**config.mk**
```make
export PLATFORM = sky130hd
export DESIGN_NAME = dfb_fifo
export DESIGN_NICKNAME = d
export VERILOG_FILES = /design/src/rtl/dfb_pkg.sv /design/src/rtl/dfb_fifo.sv
export SDC_FILE = /design/constraint.sdc
export NUM_CORES = 1
export LEC_CHECK = 0
export ABC_AREA = 1
export CORE_AREA = 4 4 221 223
export CTS_CLUSTER_DIAMETER = 60
export CTS_CLUSTER_SIZE = 30
export DETAILED_ROUTE_END_ITERATION = 7
export DIE_AREA = 0 0 225 227
export DONT_BUFFER_PORTS = 1
export HOLD_SLACK_MARGIN = 0.15
export PLACE_DENSITY = 0.69
export SLEW_MARGIN = 30
export SYNTH_ARGS = -nofsm -noshare
export SYNTH_HDL_FRONTEND = slang
export SYNTH_SLANG_ARGS = --single-unit
```
**constraint.sdc**
```tcl
create_clock -name clk_i -period 16.1 [get_ports clk_i]
set_input_delay 3.22 -clock clk_i [delete_from_list [all_inputs] [get_ports clk_i]]
set_output_delay 3.22 -clock clk_i [all_outputs]
set_load 0.01 [all_outputs]
```
**src/rtl/dfb_pkg.sv**
```systemverilog
package dfb_pkg;

  localparam int FRAC_BITS = 16;
  // Quotient bits of every normalizing division; all quotients are at most 1.0.
  localparam int QB = FRAC_BITS + 1;
  localparam int DIV_CNT_W = $clog2(QB);

  localparam logic [31:0] ONE = 32'd1 << FRAC_BITS;
  localparam logic [30:0] DIAG_ONE = 31'd1 << FRAC_BITS;

  localparam int FIFO_DEPTH = 2;
  localparam int FIFO_PTR_W = $clog2(FIFO_DEPTH);

  localparam int CFG_IDX_W = 1;
  localparam int CFG_DATA_W = 16;
  localparam logic [CFG_IDX_W-1:0] CFG_MODE_2D = 1'b0;
  localparam logic [CFG_IDX_W-1:0] CFG_EPS = 1'b1;

  localparam logic [1:0] ROW_XLATE = 2'd3;

  typedef struct packed {
    logic signed [31:0] src_x;
    logic signed [31:0] src_y;
    logic signed [31:0] src_z;
    logic signed [31:0] dst_x;
    logic signed [31:0] dst_y;
    logic signed [31:0] dst_z;
    logic [30:0]        size_x;
    logic [30:0]        size_y;
    logic [30:0]        size_z;
  } in_req_t;

  typedef struct packed {
    logic [1:0]         row_index;
    logic signed [31:0] col_x;
    logic signed [31:0] col_y;
    logic signed [31:0] col_z;
    logic [30:0]        scale_diag;
    logic               last;
  } out_req_t;

  // Classified item: direction as sign and magnitude, already scaled into 31 bits.
  typedef struct packed {
    logic [2:0][31:0] dst;
    logic [2:0][30:0] dm;
    logic [2:0]       dn;
    logic             shifted;
    logic [30:0]      size_x;
    logic [30:0]      size_y;
    logic [30:0]      size_z;
  } job_t;

  typedef struct packed {
    logic        start;
    logic [63:0] rad;
  } sqrt_req_t;

  typedef struct packed {
    logic        done;
    logic [31:0] root;
  } sqrt_rsp_t;

  typedef struct packed {
    logic        start;
    logic [63:0] num;
    logic [31:0] den;
  } div_req_t;

  typedef struct packed {
    logic          done;
    logic [QB-1:0] quo;
  } div_rsp_t;

endpackage

```
**src/rtl/dfb_fifo.sv**
```systemverilog
module dfb_fifo (
  input  logic          clk_i,
  input  logic          rst_ni,
  input  logic          push_i,
  input  dfb_pkg::job_t wdata_i,
  output logic          ready_o,
  input  logic          pop_i,
  output logic          valid_o,
  output dfb_pkg::job_t rdata_o
);
  import dfb_pkg::*;

  job_t                  mem_q [FIFO_DEPTH];
  logic [FIFO_PTR_W-1:0] wr_q, rd_q;
  logic [FIFO_PTR_W:0]   cnt_q;
  logic                  do_push, do_pop;

  assign ready_o = cnt_q != (FIFO_PTR_W+1)'(FIFO_DEPTH);
  assign valid_o = cnt_q != '0;
  assign rdata_o = mem_q[rd_q];
  assign do_push = push_i && ready_o;
  assign do_pop  = pop_i && valid_o;

  always_ff @(posedge clk_i or negedge rst_ni) begin
    if (!rst_ni) begin
      wr_q  <= '0;
      rd_q  <= '0;
      cnt_q <= '0;
    end else begin
      if (do_push) begin
        wr_q <= wr_q + 1'b1;
      end
      if (do_pop) begin
        rd_q <= rd_q + 1'b1;
      end
      if (do_push && !do_pop) begin
        cnt_q <= cnt_q + 1'b1;
      end else if (do_pop && !do_push) begin
        cnt_q <= cnt_q - 1'b1;
      end
    end
  end

  always_ff @(posedge clk_i) begin
    if (do_push) begin
      mem_q[wr_q] <= wdata_i;
    end
  end

endmodule

```
After elaboration in Yosys (flattened, before gate mapping)
Memories as Yosys holds them, arrays and structs flattened.
Index checks and enable logic that the tools add are counted.

cells by class
  $add $sub $neg = 4
  multipliers = 0
  divide/modulo/power cells = 0
  magnitude comparators = 0
  equality and inequality tests = 1
  shift operators = 0
  muxes and demuxes = 4
  bitwise gates (word level) = 0
  reduce and logical (&&, ||, !) cells = 8

operator list
  cell                 count
  $logic_and 1x1->1    4
  $mux 2               2
  $reduce_bool 2->1    2
  $add 1x1->1 const B  2
  $add 2x1->2 const B  1
  $logic_not 1->1      2
  $mux 1               2
  $ne 2x2->1 const B   1
  $sub 2x1->2 const B  1

storage, ports and cells
  flip-flop bits (word level) = 4
  latch bits = 0
  memory bits (writable) = 572
  ROM bits = 0
  input port bits = 290
  output and inout bits = 288
  logic and storage cells = 21
  memories kept = 1

memories
  name   depth  width  rd ports  clocked after Yosys merged registers in  write ports  RTL line        RTL
  mem_q  2      286    1         0                                        1            dfb_fifo.sv:13  job_t mem_q [FIFO_DEPTH];

Longest topological paths before layout
Gate-level depths: netlist of the first run.

  depth in word-level cells = 6
  depth in mapped cells = 10
  gate-level depth less buffers = 10

Least setup slack after synthesis of the first run
OpenSTA, ideal clock, no wires.

  path kind = input-to-reg
  from = input port push_i
  to = memory mem_q[0][0] (netlist bit) (enable)
  library setup time = 0.939 ns
  data arrival time = 15.172 ns
  required time = 15.161 ns
  setup slack = -0.011 ns
  stages = 2
  path through = nand2_1 -> nor2_1

on the way
  longest elaborated chain between the ends = 3

ends and longest elaborated chain
  element                       RTL line        RTL
  start, declared               dfb_fifo.sv:4   input logic push_i,
  $logic_and 1x1->1             dfb_fifo.sv:21  assign do_push = push_i && ready_o;
  $mux 1                        dfb_fifo.sv:45  if (do_push) begin
  $mux 1 (not written as such)  dfb_fifo.sv:46  mem_q[wr_q] <= wdata_i;
  end, declared                 dfb_fifo.sv:13

No other way between the ends.

==> metrics.txt, run 1 <==
run status=finished, final reports clean; Routed WL per cell=22.3 um; Critical Path Max Stage Delay=0.79 ns; Worst Clk Skew=0.0275 ns; Final Cycle Share=40.7%; global router's overall resource usage=17.5%; insertion delay to the later sink of the worst-skew pair=0.56 ns; placed cell count=2077; H-tree Lvls=2; Worst-Margin Slew=0.986 ns; CTS Buf Count=36; fmax=153 MHz; crit path max-delay cell type=dfrtp_4; slew margin rel.=34.3%; post-CTS setup buffers=0; clock root cell=clkbuf_16; drt total wl=47.8 mm; Synth area leaders=edfxtp_1 81%, nand2_1 15%, buf_6 1.2%, buf_2 0.69%, dfrtp_1 0.47%; yosys warns=0; vias in the first global route=10700; Synth-to-Final Area Change=8.24%; post-route insts no fill=2142; register area share after synthesis=81.9%; num rows=79; Seq cells post-synth=576; DRT iter0 DRCs=774; Initial Util=45.3%; global-route wire length before repair=67.0 mm; CP top delay family=buffers and inverters; syn_nets=1813; FILL cells=3841; Core ar.=46600 um2; max-slew violations=0; layout cells sized above 1=5.02%; ANT nets after route=0; Crit. End Element=output pin; CTS sink count=576; GR Overflow Total=0; # setup viols final=0; Max VDD drop=0.000275 V; Cells after Synth=1522; Synth area leader=edfxtp_1; layout net count=1800; post-DP HPWL=32.9 mm; die width=225 um; IO buf count=0; CTS max path bufs=3; Leak=0.00866 uW; critical path, cell by cell=buf_4 -> buf_4 -> nand2_1 -> nand2_1; initial antenna violation count=0; drc violations=0; Crit Path Class=register to output pin; Power Density=189 nW/um2; unrepaired setup endpoints after global routing=no; top cell type's share of synthesized area=81.4%; final hold violation count=0; Worst Path Max Fanout=80; gpl congestion=0.824; drt pass-1 iters=5; Die ar.=51100 um2; Worst-path clk slew=0.10 ns; Resized Gates After CTS=0; diodes inserted=0; CP startpoint kind=register; Post-Syn Area=21100 um2; Post-CTS Hold Fix Bufs=0; worst path arrival time=3.33 ns; pin count of the biggest net entering global routing=185; MaxCap Viol Count=0; Chip Height=227 um; HP Class=register to register; Pwr Total=4320 uW; number of vias per cell=5.13; post-synth cell types=15; worst path required time=12.88 ns; CTS tree=built; I/O pin count=578; Mapped Avg Cell Area=13.9 um2; DR vias=11000; CP Buf/Inv Count=2; Tmin final=6.55 ns
-- state kept, by name, summed over array words and instances, names as in the netlist --
register  cells
cnt_q         2
rd_q          1
wr_q          1
mem_q       572
-- per-layer routing --
layer | up-vias | share of wire [%] | global-route usage, %
met5 | - | 0 | 0
met3 | 104 | 11 | 7.96
met1 | 5342 | 34 | 19.0
li1 | 5103 | - | -
met2 | 437 | 51 | 30.0
met4 | 0 | 4.1 | 7.17
-- final cells by class --
type	count	area, um2	share of cell area, %
sequential	576	17300	75.7
timing repair buffer	12	134	0.586
multi-input combinational	876	3330	14.6
clock buffer	37	926	4.06
clock inverter	27	362	1.58
tap	607	759	3.33
inverter	7	38.8	0.170
-- cells in the final DEF (no fill, tap or decap), types with 2 or more instances in the layout --
cell / instances
buf_6: 3
nor2_4: 2
clkinv_8: 5
inv_8: 3
clkinv_1: 3
inv_1: 6
dfrtp_1: 3
buf_4: 7
inv_12: 6
clkbuf_16: 37
inv_6: 3
inv_16: 2
nand3_1: 2
nand2_1: 868
clkinvlp_4: 3
edfxtp_1: 572
-- power breakdown --
group          switching [uW]  internal [uW]  leakage [uW]
combinational             971            201       0.00268
sequential               90.9           2050       0.00537
clock                     534            477      0.000613
total                    1600           2730       0.00866
-- Yosys cell counts --
library cell / number
xor2_1: 1
ha_1: 1
inv_1: 6
edfxtp_1: 572
nand3_1: 2
xnor2_1: 1
nand2_1: 868
buf_6: 23
buf_4: 7
inv_4: 1
nor2_1: 2
dfrtp_1: 4
clkbuf_1: 4
nand4_1: 1
buf_2: 29
-- path summary, 6_finish.rpt --
| check | start | to | slack [ns] | depth (start not counted) |
|---|---|---|---|---|
| max | rd_q | rdata_o[118] | 9.55 | 4 |
| max reg2reg | cnt_q[0] | mem_q[0][28] | 12.78 | 7 |
| min in group asynchronous | rst_ni | cnt_q[0] | 2.34 | 0 |
| min reg2reg | cnt_q[0] | cnt_q[0] | 0.52 | 1 |
| min | cnt_q[0] | cnt_q[0] | 0.52 | 1 |
| max in group asynchronous | rst_ni | rd_q | 13.67 | 0 |
-- through the flow --
stage / hold WS, ns / TNS (ns) / util, % / instance area, um2 / setup slack, ns
3_5_place_dp: 0.502 / 0 / 46.2 / 21500 / 9.66
4_1_cts: 0.515 / 0 / 49.0 / 22800 / 9.48
5_1_grt: 0.557 / 0 / 49.0 / 22800 / 9.29
2_1_floorplan: 0.462 / -6.02 / - / 21100 / -0.0105
3_3_place_gp: 0.481 / 0 / 46.2 / 21500 / 9.67
6_report: 0.517 / 0 / 49.0 / 22800 / 9.55
-- kinds of logic (layout without fill, tap and decap cells) --
logic type	count (synthesis)	count (layout)	share of synthesized area [%]
and+or+nand+nor	873	873	15.6
DFF	576	576	81.9
buffers and inverters	70	83	2.37
xor gates and xnor gates	2	2	0.0831
adders and majority gates	1	1	0.0593
Note: power is estimated with default switching activity, not from simulation.
==> inputs of run 2 (changes only) <==
PLACE_DENSITY = 0.71   (was 0.69)
clock period = 6 ns   (was 16.1 ns; I/O delays follow)
==> run 2 against run 1 <==
Net effect: power grew to 2.7 times the previous value; wire length is 1.1% lower; die area stayed put; clock power grew to 2.6 times the previous value; critical path depth is the same; non-clock buffer count fell by 2; combinational power increased to 2.6 times the previous value; final cell count down 0.19%; critical path type unchanged.
==> metrics.txt, run 2 (synthesis gave the netlist of run 1 again) <==
CTS sink count=576 (unchanged); Regs by FF count=mem_q: 572 flops, cnt_q: 2 flops; setup TNS=0 ns (unchanged); diodes inserted=0 (unchanged); Tmin final=4.28 ns; Worst-path clk slew=0.09 ns (about the same); DR vias=11100 (+0.66%); Max VDD drop=0.000422 V (+54%); # setup viols final=0 (unchanged); drt total wl=47.3 mm (-1.1%); FILL cells=3861 (+0.52%); IO buf count=0 (unchanged); MaxCap Viol Count=0 (unchanged); Die ar.=51100 um2 (unchanged); worst path required time=4.80 ns (-8.08 ns); initial antenna violation count=1 (+1); area of placed instances=21500 um2 (+0.12%); num rows=79 (unchanged); Post-CTS Hold Fix Bufs=0 (unchanged); layout net count=1798 (-0.11%); gpl congestion=0.836 (+1.4%); number of flip-flops in the largest register=572 (unchanged); CTS max path bufs=3 (unchanged); pin count of the biggest net entering global routing=213 (+15%); global router's overall resource usage=17.4% (-0.14 points); Worst Clk Skew=0.0324 ns (+0.00490 ns); crit path max-delay cell type=dfrtp_4; CP Buf/Inv Count=2 (unchanged); final hold violation count=0 (unchanged); CTS Buf Count=36 (unchanged); number of vias per cell=5.17 (+0.84%); commonest non-fill, non-tap cell in the layout=nand2_1; unrepaired setup endpoints after global routing=no; GR Overflow Total=0 (unchanged); drt pass-1 iters=5 (unchanged); layout cells sized above 1=4.90% (-0.12 points); drc violations=0 (unchanged); Power Density=505 nW/um2 (+170%); clock root cell=clkbuf_16; Crit Path Class=register to output pin; insertion delay to the later sink of the worst-skew pair=0.55 ns (about the same); Final Cycle Share=71.4%; fmax=233 MHz; most frequent cells in the layout=867 x nand2_1, 572 x edfxtp_1, 37 x clkbuf_16; H-tree Lvls=2 (unchanged); vias in the first global route=10900 (+2.2%); global-route wire length before repair=67.2 mm (+0.34%); CP startpoint kind=register; Leak=0.00864 uW (-0.25%); Critical Path Max Stage Delay=0.81 ns (+0.02 ns); post-CTS setup buffers=0 (unchanged); Initial Util=45.3% (unchanged); HP Class=input port to asynchronous set/reset pin; ANT nets after route=0 (unchanged); Core ar.=46600 um2 (unchanged); critical path, cell by cell=inv_8 -> buf_12 -> nand2_1 -> nand2_1; Routed WL per cell=22.1 um (-0.87%); CTS tree=built; Worst Path Max Fanout=155 (+94%); Synth-to-Final Area Change=8.15% (about the same); Resized Gates After CTS=0 (unchanged); cell area after layout=22800 um2 (about the same); Top reg by flops=mem_q; Crit. End Element=output pin; CP top delay family=buffers and inverters; DRT iter0 DRCs=905 (+17%); slew margin rel.=37.2% (+2.9 points); max-slew violations=0 (unchanged); run status=finished, final reports clean; Most common cell on crit path=nand2_1; I/O pin count=578 (unchanged); worst path arrival time=3.08 ns (-0.25 ns); Chip Height=227 um (unchanged); die width=225 um (unchanged); Worst-Margin Slew=0.942 ns (-0.0442 ns); post-DP HPWL=32.2 mm (-2.0%)
==> run 2: path summary, 6_finish.rpt <==
kind | startpoint | slack [ns] | endpoint | cells past startpoint
max | rd_q | 1.72 | rdata_o[178] | 4
min | rst_ni | 0.32 | cnt_q[0] | 0
max reg2reg | cnt_q[0] | 3.35 | mem_q[1][135] | 6
min reg2reg | cnt_q[0] | 0.51 | cnt_q[0] | 1
max in group asynchronous | rst_ni | 5.59 | rd_q | 0
min in group clk_i | cnt_q[0] | 0.51 | cnt_q[0] | 1
==> run 2: worst reg2reg max path, stage by stage, from the launching register on <==
cell	delay, ns
dfrtp_1	0.39
inv_1	0.08
nand2_1	0.19
nand2_2	0.17
nor2_4	0.13
buf_4	0.51
buf_4	0.76
==> run 2: per-stage QoR <==
step | hold WS [ns] | setup slack [ns] | cells | util [%] | total power (uW)
2_1_floorplan | 0.462 | 0.00114 | 1522 | - | 8370
3_3_place_gp | 0.478 | 2.29 | 2075 | 46.3 | 8960
3_5_place_dp | 0.505 | 2.26 | 2075 | 46.3 | 9030
4_1_cts | 0.287 | 1.64 | 2137 | 48.9 | 11700
5_1_grt | 0.286 | 1.52 | 2138 | 49.0 | 12100
6_report | 0.324 | 1.72 | 2138 | 49.0 | 11500
==> run 2: metal layers <==
layer  up-vias  wire length (um)  track usage [%]
met4         2              1420             5.71
li1       5099                 -                -
met3        84              5230             7.45
met1      5380             15700             18.7
met2       493             25000             31.0
met5         -                13                0
==> run 2: report_power, final <==
group / leakage (uW) / total [uW] / switching, uW / internal (uW)
registers: 0.00537 / 5780 / 282 / 5490
clock network: 0.000587 / 2630 / 1380 / 1250
logic: 0.00268 / 3100 / 2540 / 561
==> run 2: cell type report <==
class	instances	area [um2]	share of cell area, %
clock buffer	39	933	4.09
inverter	7	33.8	0.148
tap	607	759	3.33
clock inverter	23	307	1.34
multi-input combinational	876	3330	14.6
sequential	576	17300	75.8
timing repair buffer	10	165	0.724
==> inputs of run 3 (changes only) <==
clock period = 3.9 ns   (was 6 ns; I/O delays follow)
==> run 3 against run 2 <==
Net effect: clock skew shrank 0.0062 ns; global-route usage grew 0.13 points; first-iteration DRC count shrank 3.3%; non-clock buffer count grew 14; wire length grew 0.25%; critical path depth is the same; sequential share of layout area shrank 0.92 points; worst hold slack lost 0.022 ns; critical endpoint is now rdata_o[175].
==> metrics.txt, run 3 (synthesis gave the netlist of run 1 again) <==
worst path required time=3.12 ns (-1.68 ns); critical path, cell by cell=inv_8 -> buf_4 -> nand2_1 -> nand2_1; worst slack, placed=1.30 ns (-0.967 ns); Worst Path Max Fanout=102 (-34%); Worst Clk Skew=0.0262 ns (-0.00622 ns); worst r2r dst=mem_q[1][75]; num rows=79 (unchanged); Regs by FF count=mem_q: 572 flops, cnt_q: 2 flops; CTS max path bufs=3 (unchanged); R2R cell count=6 (unchanged); layout cells sized above 1=5.69% (+0.79 points); final core occ=49.6% (+0.60 points); DR vias=11000 (-0.11%); CTS tree=built; GR Overflow Total=0 (unchanged); Routed WL per cell=22.0 um (-0.49%); Tmin final=3.14 ns; met1 Use GR=19.2% (+0.54 points); Leak=0.00877 uW (+1.5%); post-DP HPWL=33.2 mm (+3.1%); IO buf count=0 (unchanged); final hold violation count=0 (unchanged); area of the multi-input gates=3340 um2 (+0.41%); I/O pin count=578 (unchanged); Crit Path Class=register to output pin; drt total wl=47.4 mm (+0.25%); number of vias per cell=5.13 (-0.85%); insertion delay to the later sink of the worst-skew pair=0.55 ns (about the same); initial antenna violation count=1 (unchanged); met3 GRT Util=7.54% (+0.090 points); Final WS setup=0.757 ns (-0.960 ns); drt pass-1 iters=5 (unchanged); global-route wire length before repair=67.9 mm (+1.0%); placed cell count=2089 (+0.67%); Synth-to-Final Area Change=9.48%; Die ar.=51100 um2 (unchanged); unrepaired setup endpoints after global routing=no; worst hold stages=0; CTS Buf Count=36 (unchanged); diodes inserted=0 (unchanged); Power Density=782 nW/um2 (+55%); vias in the first global route=10800 (-1.1%); Worst-path clk slew=0.10 ns (about the same); r2r setup slk=1.71 ns (-1.64 ns); H-tree Lvls=2 (unchanged); run status=finished, final reports clean; Pwr Total=18100 uW (+57%); Crit. End Element=output pin; clock root cell=clkbuf_16; MaxCap Viol Count=0 (unchanged); Top reg by flops=mem_q; ANT nets after route=0 (unchanged); grt met2 use=31.3% (+0.36 points); die width=225 um (unchanged); Critical Path Max Stage Delay=0.54 ns (-0.27 ns); Initial Util=45.3% (unchanged); Worst Hold Launch=wdata_i[52]; Max VDD drop=0.000761 V (+80%); CP startpoint kind=register; CTS sink count=576 (unchanged); layout net count=1812 (+0.78%); Worst Hold Path EP=mem_q[1][52]; number of flip-flops in the largest register=572 (unchanged); slew margin rel.=47.0% (+9.8 points); worst path arrival time=2.36 ns (-0.72 ns); Worst-Margin Slew=0.794 ns (-0.147 ns); Chip Height=227 um (unchanged); fmax=318 MHz; Sequential Area=17300 um2 (unchanged); max-slew violations=0 (unchanged); GR peak layer=met2; HP Class=input port to register; Core ar.=46600 um2 (unchanged); post-route insts no fill=2154 (+0.75%); gpl congestion=0.829 (-0.85%); Most common cell on crit path=nand2_1; Final Cycle Share=80.6%; Fin Hold WS=0.302 ns (-0.0224 ns); crit path max-delay cell type=dfrtp_4; DRT iter0 DRCs=875 (-3.3%); drc violations=0 (unchanged); commonest non-fill, non-tap cell in the layout=nand2_1; worst r2r src=cnt_q[0]; # setup viols final=0 (unchanged); most frequent cells in the layout=867 x nand2_1, 572 x edfxtp_1, 37 x clkbuf_16; FILL cells=3794 (-1.7%); global router's overall resource usage=17.5% (+0.13 points); pin count of the biggest net entering global routing=155 (-27%)
[run 3: changes by cell type in the layout (fill, tap and decap cells not counted), sizes merged]
cell / previous run / this run
buf: 10 / 23
bufinv: 1 / 2
clkbuf: 39 / 40
clkinv: 10 / 11
clkinvlp: 4 / 3
dlygate4sd3: 0 / 1
[run 3: worst max-delay path, delay by kind of cell (launching register included)]
family | cells | cell delay [ns]
buffers and inverters | 2 | 0.93
DFF | 1 | 0.54
and+or+nand+nor | 2 | 0.25
[run 3: power by group]
part | switching, uW | internal, uW | leakage [uW]
Sequential | 320 | 8440 | 0.00537
Clock | 2210 | 2050 | 0.000630
Combinational | 4090 | 952 | 0.00277
[run 3: repair_timing]
| item | 4_1_cts | 5_1_grt |
|---|---|---|
| setup endpoints to repair | 0 | 0 |
| hold buffers | 1 | 0 |
| buffers inserted | 0 | 0 |
| gates resized for setup | 0 | 0 |
| endpoints found under the hold margin | 4 | 0 |
[run 3: cell type report]
class	count	area share, %
Clock buffer	40	4.06
Clock inverter	24	1.79
Inverter	7	0.146
Multi-Input combinational cell	876	14.5
Sequential cell	576	74.8
Tap cell	607	3.29
Timing Repair Buffer	24	1.39
[run 3: worst max path at each step]
stage                      start           end  slack (ns)  cells after the start
final                       rd_q  rdata_o[175]        0.76                      4
after detailed placement    rd_q   rdata_o[28]        1.30                      4
after global routing        rd_q  rdata_o[177]        0.57                      4
after floorplan           push_i   mem_q[0][0]       -1.61                      2
after global placement      rd_q   rdata_o[28]        1.31                      4
after CTS                   rd_q   rdata_o[28]        0.68                      4
[run 3: routing by layer]
| layer | wire (um) | part of all wire [%] | vias to the layer above |
|---|---|---|---|
| met2 | 25200 | 53 | 487 |
| li1 | - | - | 5121 |
| met1 | 16000 | 34 | 5366 |
| met4 | 1120 | 2.4 | 0 |
| met3 | 5110 | 11 | 72 |
| met5 | 0 | 0 | - |
[run 3: through the flow]
stage	area [um2]	setup TNS, ns
CTS	23100	0
global route	23100	0
floorplan	21100	-918.28
finish	23100	0
detailed placement	21700	0
global placement	21700	0
